## src/rtl/sat_pkg.sv

```systemverilog
package sat_pkg;

  // Default sizes, handed to the top level parameters
  localparam int MAX_WIDTH_DEF    = 2048;
  localparam int MAX_HEIGHT_DEF   = 2048;
  localparam int CHANNEL_BITS_DEF = 16;

  // Fixed field widths
  localparam int NUM_CHAN   = 4;
  localparam int PIX_W      = 16;
  localparam int SUM_W      = 38;
  localparam int CFG_DIM_W  = 12;
  localparam int DIM_CMP_W  = 14;   // holds any clamped size up to 8192
  localparam int APB_DATA_W = 32;
  localparam int APB_ADDR_W = 3;

  localparam logic [CFG_DIM_W-1:0] RESET_DIM = 12'd2048;

  // Register index, taken from paddr[2]
  typedef enum logic {
    REG_IMAGE_WIDTH  = 1'b0,
    REG_IMAGE_HEIGHT = 1'b1
  } reg_idx_t;

  typedef logic [SUM_W-1:0] sum_t;

  // Position flags of the pixel at the head of the raster
  typedef struct packed {
    logic first_col;
    logic top_row;
    logic last_pixel;
  } pos_flags_t;

endpackage

```

## src/rtl/sat_raster_counter.sv

```systemverilog
module sat_raster_counter #(
  parameter int MAX_WIDTH  = 2048,
  parameter int MAX_HEIGHT = 2048,
  localparam int COL_W = (MAX_WIDTH > 1) ? $clog2(MAX_WIDTH) : 1,
  localparam int ROW_W = (MAX_HEIGHT > 1) ? $clog2(MAX_HEIGHT) : 1
) (
  input  logic                            clk,
  input  logic                            rst_n,
  input  logic [sat_pkg::CFG_DIM_W-1:0]   img_width,
  input  logic [sat_pkg::CFG_DIM_W-1:0]   img_height,
  input  logic                            adv,
  output logic [COL_W-1:0]                col,
  output sat_pkg::pos_flags_t             flags
);

  localparam int DW = sat_pkg::DIM_CMP_W;
  localparam logic [DW-1:0] MAXW = DW'(MAX_WIDTH);
  localparam logic [DW-1:0] MAXH = DW'(MAX_HEIGHT);

  logic [COL_W-1:0] col_r, col_nxt;
  logic [ROW_W-1:0] row_r, row_nxt;
  logic [DW-1:0]    w_eff, h_eff, w_ext, h_ext, col_inc, row_inc;
  logic             last_col, last_row;

  assign w_ext = DW'(img_width);
  assign h_ext = DW'(img_height);

  // zero acts as one, oversize acts as the maximum
  always_comb begin
    priority if (w_ext == '0) w_eff = DW'(1);
    else if (w_ext > MAXW)    w_eff = MAXW;
    else                      w_eff = w_ext;
    priority if (h_ext == '0) h_eff = DW'(1);
    else if (h_ext > MAXH)    h_eff = MAXH;
    else                      h_eff = h_ext;
  end

  assign col_inc  = DW'(col_r) + DW'(1);
  assign row_inc  = DW'(row_r) + DW'(1);
  assign last_col = (col_inc >= w_eff);
  assign last_row = (row_inc >= h_eff);

  always_comb begin
    col_nxt = col_r;
    row_nxt = row_r;
    if (adv) begin
      if (last_col) begin
        col_nxt = '0;
        row_nxt = last_row ? '0 : row_inc[ROW_W-1:0];
      end else begin
        col_nxt = col_inc[COL_W-1:0];
      end
    end
  end

  always_ff @(posedge clk) begin
    if (!rst_n) begin
      col_r <= '0;
      row_r <= '0;
    end else begin
      col_r <= col_nxt;
      row_r <= row_nxt;
    end
  end

  assign col              = col_r;
  assign flags.first_col  = (col_r == '0);
  assign flags.top_row    = (row_r == '0);
  assign flags.last_pixel = last_col && last_row;

endmodule

```

## config.mk

```make
export PLATFORM = sky130hd
export DESIGN_NAME = sat_raster_counter
export DESIGN_NICKNAME = d
export VERILOG_FILES = /design/src/rtl/sat_pkg.sv /design/src/rtl/sat_raster_counter.sv
export SDC_FILE = /design/constraint.sdc
export NUM_CORES = 1
export LEC_CHECK = 0
export BUFFER_PORTS_ARGS = -buffer_cell sky130_fd_sc_hd__buf_2
export CAP_MARGIN = 20
export CORE_MARGIN = 4
export CORE_UTILIZATION = 30
export CTS_BUF_LIST = sky130_fd_sc_hd__clkbuf_4 sky130_fd_sc_hd__clkbuf_8
export DETAILED_ROUTE_END_ITERATION = 6
export PLACE_DENSITY_LB_ADDON = 0.12
export SLEW_MARGIN = 20
export SYNTH_ARGS = -nofsm -noshare
export SYNTH_HDL_FRONTEND = slang
export SYNTH_SLANG_ARGS = --single-unit
```

## constraint.sdc

```tcl
create_clock -name clk -period 9.08 [get_ports clk]
set_input_delay 1.816 -clock clk [delete_from_list [all_inputs] [get_ports clk]]
set_output_delay 1.816 -clock clk [all_outputs]
set_load 0.005 [all_outputs]
```

==> results.yml, run 1 <==
die:
  dieArea_um2: 7850
  dieHeight_um: 88.6
  initial_utilization_pct: 30.9
  design.portCount: 41
  rows: 29
  fp.coreArea_um2: 6310
  die_w_um: 88.6
timing:
  rsz0062_at_grt: "false"
  fmax_ghz: 0.164
  timing_hold_violations_final: 0
  final.period_utilization_pct: 67.0
  drv_slew: 0
  period_needed_ps: 6080
  finClkSkew_ps: 6.03
  fin_tns_setup_ps: 0
  whs_ps: 554
  setup_viol: 0
  relSlewSlack_pct: 38.6
  tightestPinTransition_ps: 921
logic_synthesis:
  synth_edf_count: 0
  syn_nets: 285
  synth_warnings: 0
  synth-seq-cells: 22
  synth_cells: 230
  synthFlopType: "dfxtp_1"
  ys_seq_area_share_pct: 22.6
  synth_area_um2: 1950
  async_reset_ff_share_pct: 0
  synth_cell_types: 45
  postSynthAreaPerCell_um2: 8.47
cts:
  cts_tree: "yes"
  cts_num_sinks: 22
  clk_path_buf_depth: 2
  clkTransAtPathRegs_ps: 80
  cts_resized: 0
  clkLatencyLatePin_ps: 270
  postCtsHoldBufs: 0
  root_buffer: "clkbuf_8"
  cts_htree_levels: 1
  cts_buffers: 3
  cts_setup_buffers: 0
final_layout:
  fin_util_pct: 36.0
  final_nets: 323
  mostFrequentLayoutCells: "nand2_1, buf_2, ha_1, dfxtp_1, a21oi_1"
  n_antenna_cell: 0
  design_area_um2: 2270
  final_cell_count_no_fill: 344
  layout_commonest_cell: "nand2_1"
  area_growth_pct: 16.8
  drive_gt1_share_pct: 22.5
worst_setup_path:
  slowest_delay_ps: 840
  cpMaxStageDelayCell: "a2111oi_4"
  cp_data_arrival_time_ps: 4260
  path_max_fanout: 16
  worst-setup-path-type: "input pin to output pin"
  required_ps: 7260
  worst_setup_path_start_kind: "input pin"
  endpoint_kind: "output pin"
  path_cells: "buf_2, nor4_1, a31oi_1, nor2_1, ha_1, nand2b_4, a21oi_2, o221ai_2, a2111oi_4, nor2_1, buf_2"
pwr:
  power_frac_comb_pct: 15.7
  power_frac_seq_pct: 43.1
  power_leakage_nw: 1.04
  p_sw_mw: 0.0579
  peakVddDrop_mv: 0.0704
  p_int_mw: 0.172
  power_frac_clock_pct: 41.2
  power_density_nw_per_um2: 101
  switching_share_pct: 25.1
routing:
  drcViolationCount: 0
  wire_per_inst_um: 14.1
  vias: 1766
  dr.first_iter.drc_count: 93
  antenna_left: 0
  firstDrtPassIters: 6
  via_per_inst: 5.13
  drt_wl_total_um: 4840
placed_design:
  globalplace.congestion: 0.732
  placed_cells: 340
  dpl-instance-area_um2: 2200
  portBuffers: 40
  dpl.hpwl_um: 3930
grt:
  grt_pass1_wl_um: 8130
  grt_pass1_vias: 1721
  grt_max_degree: 17
  antenna_found_initial: 0
  grt_usage_pct: 13.1
  grt_remaining_overflow: 0
run_status:
  outcome: "finished clean"
run:
  drv_cap: 0
worst_hold_path:
  min_path_type: "register to register"
[registers in the layout, indices dropped and copies added (netlist names)]
name   count
col       11
row_r     11
[cell usage after synthesis (2+ instances only)]
library cell	instances	area share, %
nand2_1	42	8.1
ha_1	28	18
dfxtp_1	22	23
a21oi_1	14	3.6
nor2_1	13	2.5
a32o_1	10	5.1
nand3_1	10	2.6
inv_1	9	1.7
nor4_1	8	2.6
xor2_1	8	3.6
and3_1	7	2.2
xnor2_1	7	3.1
a22o_1	4	1.8
clkbuf_1	4	0.77
nand4_1	4	1.3
a21o_1	2	0.77
a21oi_2	2	0.90
a31oi_1	2	0.64
and2_1	2	0.64
and4b_1	2	1.0
buf_4	2	0.77
nand3_2	2	1.0
o221ai_2	2	1.5
o32ai_2	2	1.7
or2_0	2	0.64
[final cells by class]
class / instances / area, um^2
Multi-Input combinational cell: 192 / 1430
Timing Repair Buffer: 40 / 200
Sequential cell: 22 / 440
Fill cell: 671 / 4040
Inverter: 9 / 33.8
Clock buffer: 3 / 41.3
Clock inverter: 1 / 30.0
Tap cell: 77 / 96.3
[stage by stage]
step                      setup slack, ps  total power, mW
after detailed placement             2980            0.138
after floorplan                      3630            0.124
final                                3000            0.230
after global routing                 2730            0.242
after global placement               3000            0.138
after CTS                            2950            0.233
[critical path, delay by kind of cell]
kind	cells	cell delay [ps]
AOI/OAI and AO/OA	4	1270
and+or+nand+nor	4	680
buffers and inverters	2	270
adders and majority gates	1	230
[power groups by stage]
stage	clock, mW	combinational, mW	sequential (mW)
2_1_floorplan	0	0.0234	0.101
3_3_place_gp	0	0.0364	0.102
3_5_place_dp	0	0.0367	0.101
4_1_cts	0.0971	0.0370	0.0992
5_1_grt	0.101	0.0413	0.0994
6_report	0.0948	0.0362	0.0992
[worst paths after layout]
kind / startpoint / endpoint / slack [ps] / cells past startpoint
min reg2reg: row_r[9]$_SDFFE_PN0P_ / row_r[9]$_SDFFE_PN0P_ / 550 / 2
min: row_r[9]$_SDFFE_PN0P_ / row_r[9]$_SDFFE_PN0P_ / 550 / 2
max: img_width[1] / flags[0] / 3000 / 11
max reg2reg: col[0]$_SDFFE_PN0P_ / row_r[0]$_SDFFE_PN0P_ / 5400 / 11
[routing by layer]
| layer | routed length, um | track usage (%) |
|---|---|---|
| met4 | 39 | 3.71 |
| met1 | 2510 | 18.7 |
| met3 | 123 | 0.931 |
| met2 | 2170 | 21.2 |
| met5 | 0 | 0 |
[cell families (layout without fill, tap and decap cells)]
| logic type | after synthesis | after routing | synth area share (%) |
|---|---|---|---|
| flip-flops | 22 | 22 | 22.6 |
| buffers and inverters | 16 | 53 | 3.85 |
| multiplexers | 1 | 1 | 0.578 |
| AO/OA/AOI/OAI | 49 | 49 | 22.3 |
| XOR/XNOR | 15 | 15 | 6.74 |
| adder cells (fa/ha/maj) | 28 | 28 | 18.0 |
| AND/OR/NAND/NOR | 99 | 99 | 25.9 |
Power figures use the tool's default switching activity.
==> run 2, diff against run 1 <==
--- a/config.mk
+++ b/config.mk
@@ -5,6 +5,7 @@
 export SDC_FILE = /design/constraint.sdc
 export NUM_CORES = 1
 export LEC_CHECK = 0
+export ABC_AREA = 1
 export BUFFER_PORTS_ARGS = -buffer_cell sky130_fd_sc_hd__buf_2
 export CAP_MARGIN = 20
 export CORE_MARGIN = 4
==> constraint.sdc (replaced) <==
create_clock -name clk -period 5.6 [get_ports clk]
set_input_delay 1.12 -clock clk [delete_from_list [all_inputs] [get_ports clk]]
set_output_delay 1.12 -clock clk [all_outputs]
set_load 0.005 [all_outputs]
==> run 2 against run 1 <==
- via count increased by 22%
- worst setup slack worse by 1800 ps
- sequential share of layout area down 2.0 points
- routed wire length up 14%
- critical path type unchanged
- largest power group unchanged
==> results.yml, run 2 <==
run_status:
  outcome: "finished clean"
placed_design:
  portBuffers: 40
  placed_cells: 485
  globalplace.congestion: 0.815
  dpl.hpwl_um: 4570
routing:
  drt_wl_total_um: 5510
  dr.first_iter.drc_count: 66
  via_per_inst: 4.39
  antenna_left: 0
  wire_per_inst_um: 11.3
  drcViolationCount: 0
  vias: 2147
  firstDrtPassIters: 4
logic_synthesis:
  synth_cells: 356
  synth_common_cells: "nand2_1, inv_1, nor2_1"
  syn_nets: 411
  synth-seq-cells: 22
  async_reset_ff_share_pct: 0
  synth.area.top_cells: "nand2_1, dfxtp_1, ha_1, inv_1, nand3_1"
  synth_area_um2: 2190
  synth_warnings: 0
  synth_most_common_cell: "nand2_1"
  synth_top_area_share_pct: 22.1
  synth_cell_types: 26
  synth_edf_count: 0
  ys_seq_area_share_pct: 20.1
  postSynthAreaPerCell_um2: 6.16
  synthFlopType: "dfxtp_1"
  yosys.area.top_type: "nand2_1"
grt:
  antenna_found_initial: 0
  grt_usage_pct: 12.7
  grt_pass1_vias: 1903
  grt_remaining_overflow: 0
  grt_max_degree: 18
  grt_pass1_wl_um: 9050
worst_setup_path:
  timing.reg2reg.setup_slack_ps: 2680
  cpMaxStageDelayCell: "ha_1"
  cpLargestDelayFamily: "simple AND/OR/NAND/NOR gates"
  path_cells: "buf_2, nor4_1, nand3_1, nand2_1, nand2_1, ha_1, nand2_1, nor2_1, nand2_1, nand3_1, nand2_1, a21boi_0, buf_2"
  cp_common_cell: "nand2_1"
  endpoint_kind: "output pin"
  cp_data_arrival_time_ps: 3260
  worst-setup-path-type: "input pin to output pin"
  path_max_fanout: 12
  crit_buf_inv: 2
  required_ps: 4480
  worst_setup_path_start_kind: "input pin"
  slowest_delay_ps: 300
die:
  design.portCount: 41
  dieHeight_um: 93.5
  dieArea_um2: 8740
  die_w_um: 93.5
  initial_utilization_pct: 31.6
  rows: 30
  fp.coreArea_um2: 6940
pwr:
  p_sw_mw: 0.108
  power_density_nw_per_um2: 155
  power_leakage_nw: 1.35
  peakVddDrop_mv: 0.0918
  power_frac_seq_pct: 41.5
  power_frac_comb_pct: 19.4
  switching_share_pct: 27.4
  power_frac_clock_pct: 39.1
  p_int_mw: 0.285
final_layout:
  layout_commonest_cell: "nand2_1"
  drive_gt1_share_pct: 14.0
  n_antenna_cell: 0
  area_growth_pct: 16.0
  fillCellCount: 788
  mostFrequentLayoutCells: "nand2_1, inv_1, buf_2, nor2_1, ha_1"
  final_nets: 449
  final_cell_count_no_fill: 489
cts:
  clkTransAtPathRegs_ps: 90
  cts_tree: "yes"
  clkLatencyLatePin_ps: 270
  cts_resized: 0
  clk_path_buf_depth: 2
  root_buffer: "clkbuf_8"
  cts_num_sinks: 22
  cts_buffers: 3
  cts_setup_buffers: 0
  cts_htree_levels: 1
  postCtsHoldBufs: 0
timing:
  tightestPinTransition_ps: 534
  fmax_ghz: 0.228
  relSlewSlack_pct: 64.4
  fin_tns_setup_ps: 0
  timing_hold_violations_final: 0
  finClkSkew_ps: 5.70
  final.period_utilization_pct: 78.2
  period_needed_ps: 4380
  rsz0062_at_grt: "false"
  drv_slew: 0
  setup_viol: 0
worst_hold_path:
  min_path_type: "register to register"
run:
  drv_cap: 0
run 2: cell types whose count changed after synthesis, sizes merged, moves of 4 or more:
cell,change
a22o,-4
a32o,-10
and3,-7
inv,+40
nand2,+89
nand3,+14
nor2,+18
nor3,+9
run 2: final cells by class:
cell class              count  area, um^2  area share, %
flip-flops and latches     22         440           17.3
inverters                  49         184           7.23
multi-input cells         277        1520           59.8
repair buffers             41         208           8.17
clock inverters             1        30.0           1.18
well taps                  96         120           4.72
clock buffers               3        41.3           1.62
run 2: power groups by stage:
stage          logic (mW)  registers (mW)  clock network, mW
2_1_floorplan      0.0513           0.166                  0
3_3_place_gp       0.0764           0.167                  0
3_5_place_dp       0.0773           0.167                  0
4_1_cts            0.0776           0.163              0.159
5_1_grt            0.0886           0.164              0.168
6_report           0.0761           0.163              0.154
run 2: worst min-delay path, delay by kind of cell, from the launching register on:
kind	cells	cell delay (ps)
DFF	1	330
and+or+nand+nor	1	60
AOI/OAI and AO/OA	1	60
run 2: per-layer routing:
metal / wire [um] / track usage, %
met1: 3100 / 20.0
met4: 34 / 1.83
met3: 175 / 2.25
met2: 2200 / 18.1
met5: 0 / 0
run 2: kinds of logic after synthesis:
family,Yosys count,share of synthesized area [%]
DFF,22,20.1
xor gates and xnor gates,12,4.79
and+or+nand+nor,212,41.2
AOI/OAI and AO/OA,25,7.30
buffers and inverters,57,10.6
adders and majority gates,28,16.0
run 2: path summary, 6_finish.rpt:
check / startpoint / to / cells after the start
worst max-delay path: img_height[0] / flags[0] / 13
worst min-delay path: col[10]$_SDFFE_PN0P_ / col[10]$_SDFFE_PN0P_ / 2
worst max register to register: col[0]$_SDFFE_PN0P_ / col[10]$_SDFFE_PN0P_ / 14
worst min register to register: col[10]$_SDFFE_PN0P_ / col[10]$_SDFFE_PN0P_ / 2
run 2: stage by stage:
| stage | setup slack [ps] | hold slack [ps] | utilization (%) | power [mW] | area [um^2] |
|---|---|---|---|---|---|
| 4_1_cts | 1200 | 494 | 36.6 | 0.400 | 2540 |
| 3_3_place_gp | 1210 | 481 | 35.6 | 0.243 | 2470 |
| 5_1_grt | 856 | 535 | 36.6 | 0.420 | 2540 |
| 2_1_floorplan | 1670 | 475 | - | 0.217 | 2190 |
| 6_report | 1220 | 496 | 36.6 | 0.393 | 2540 |
| 3_5_place_dp | 1210 | 480 | 35.6 | 0.244 | 2470 |
==> run 3, diff against run 2 <==
==> constraint.sdc (replaced) <==
create_clock -name clk -period 4.3 [get_ports clk]
set_input_delay 0.86 -clock clk [delete_from_list [all_inputs] [get_ports clk]]
set_output_delay 0.86 -clock clk [all_outputs]
set_load 0.005 [all_outputs]
==> run 3 against run 2 <==
- core utilization increased by 0.11 points
- sequential cell count unchanged
- worst setup slack got worse by 700 ps
- global-route usage increased by 0.41 points
- critical path type unchanged
- critical endpoint unchanged
- largest cell class unchanged
- highest routed layer unchanged
==> results.yml, run 3 (synthesized netlist as in run 2, its figures left out) <==
routing:
  drt_wl_total_um: 5630
  drcViolationCount: 0
  firstDrtPassIters: 4
  antenna_left: 0
  vias: 2203
  dr.first_iter.drc_count: 89
  via_per_inst: 4.50
  wire_per_inst_um: 11.5
pwr:
  power_frac_comb_pct: 19.7
  p_sw_mw: 0.138
  peakVddDrop_mv: 0.198
  power_leakage_nw: 1.35
  power_density_nw_per_um2: 200
  power_frac_clock_pct: 38.6
  power_frac_seq_pct: 41.6
  switching_share_pct: 27.1
  p_int_mw: 0.372
  power_mw: 0.510
placed_design:
  dpl.hpwl_um: 4700
  placed_cells: 486
  portBuffers: 40
  dpl-instance-area_um2: 2480
  globalplace.congestion: 0.836
  place_ws_ps: 497
die:
  rows: 30
  design.portCount: 41
  dieHeight_um: 93.5
  dieArea_um2: 8740
  fp.coreArea_um2: 6940
  die_w_um: 93.5
  initial_utilization_pct: 31.6
worst_setup_path:
  endpoint_kind: "output pin"
  path_max_fanout: 10
  cp_data_arrival_time_ps: 2920
  worst_setup_path_start_kind: "input pin"
  required_ps: 3440
  worst-setup-path-type: "input pin to output pin"
cts:
  root_buffer: "clkbuf_8"
  cts_resized: 0
  clkLatencyLatePin_ps: 270
  postCtsHoldBufs: 0
  cts_htree_levels: 1
  clk_path_buf_depth: 2
  cts_num_sinks: 22
  cts_buffers: 3
  cts_tree: "yes"
  clkTransAtPathRegs_ps: 90
  cts_setup_buffers: 0
timing:
  whs_ps: 493
  rsz0062_at_grt: "false"
  timing_hold_violations_final: 0
  final.period_utilization_pct: 87.9
  fmax_ghz: 0.265
  relSlewSlack_pct: 65.9
  setup_viol: 0
  finClkSkew_ps: 3.83
  period_needed_ps: 3780
  fin_ws_ps: 522
  drv_slew: 0
  tightestPinTransition_ps: 511
  fin_tns_setup_ps: 0
final_layout:
  drive_gt1_share_pct: 14.2
  design_area_um2: 2550
  final_nets: 450
  multi_input_area_um2: 1520
  mostFrequentLayoutCells: "nand2_1, inv_1, buf_2, nor2_1, ha_1"
  fillCellCount: 768
  fin_util_pct: 36.7
  final_cell_count_no_fill: 490
  layout_commonest_cell: "nand2_1"
  n_antenna_cell: 0
  ff_latch_area_um2: 440
  area_growth_pct: 16.3
worst_hold_path:
  min_path_type: "register to register"
run:
  drv_cap: 0
grt:
  grt_pass1_vias: 1942
  grt_pass1_wl_um: 9330
  grt_remaining_overflow: 0
  antenna_found_initial: 0
  grt_usage_pct: 13.1
  grt_max_degree: 18
run_status:
  outcome: "finished clean"
[run 3: path summary, 6_finish.rpt]
| path | from | to | slack [ps] | cells past startpoint |
|---|---|---|---|---|
| setup / recovery | img_width[4] | flags[0] | 520 | 14 |
| hold / removal | col[10]$_SDFFE_PN0P_ | col[10]$_SDFFE_PN0P_ | 490 | 2 |
| setup reg to reg | col[0]$_SDFFE_PN0P_ | col[7]$_SDFFE_PN0P_ | 1460 | 16 |
| hold reg to reg | col[10]$_SDFFE_PN0P_ | col[10]$_SDFFE_PN0P_ | 490 | 2 |
[run 3: layer usage]
layer / global-route usage (%) / vias up / wire length (um)
met1: 20.7 / 951 / 3160
met5: 0 / - / 0
met3: 2.17 / 2 / 177
li1: - / 1213 / -
met2: 18.7 / 37 / 2260
met4: 1.83 / 0 / 31
[run 3: power by group through the flow]
stage / Combinational, mW / Sequential, mW / Clock, mW
after floorplan: 0.0668 / 0.216 / 0
after global placement: 0.101 / 0.217 / 0
after detailed placement: 0.102 / 0.217 / 0
after CTS: 0.102 / 0.213 / 0.206
after global routing: 0.117 / 0.213 / 0.216
final: 0.101 / 0.212 / 0.197
[run 3: area by class of cell]
| class | count | area share, % |
|---|---|---|
| tap | 96 | 4.71 |
| timing repair buffer | 42 | 8.44 |
| inverter | 49 | 7.21 |
| multi-input combinational | 277 | 59.6 |
| sequential | 22 | 17.3 |
| clock buffer | 3 | 1.62 |
| clock inverter | 1 | 1.18 |
[run 3: worst max-delay path, stage by stage]
cell and delay, ps:
buf_2 100, nor4_1 340, nand3_1 150, nand2_1 260
nand2_1 90, ha_1 300, nand2_1 70, nor2_1 100
nand2_1 60, nand2_1 60, nand2_1 100, nand2_2 100
a21boi_0 170, buf_2 140
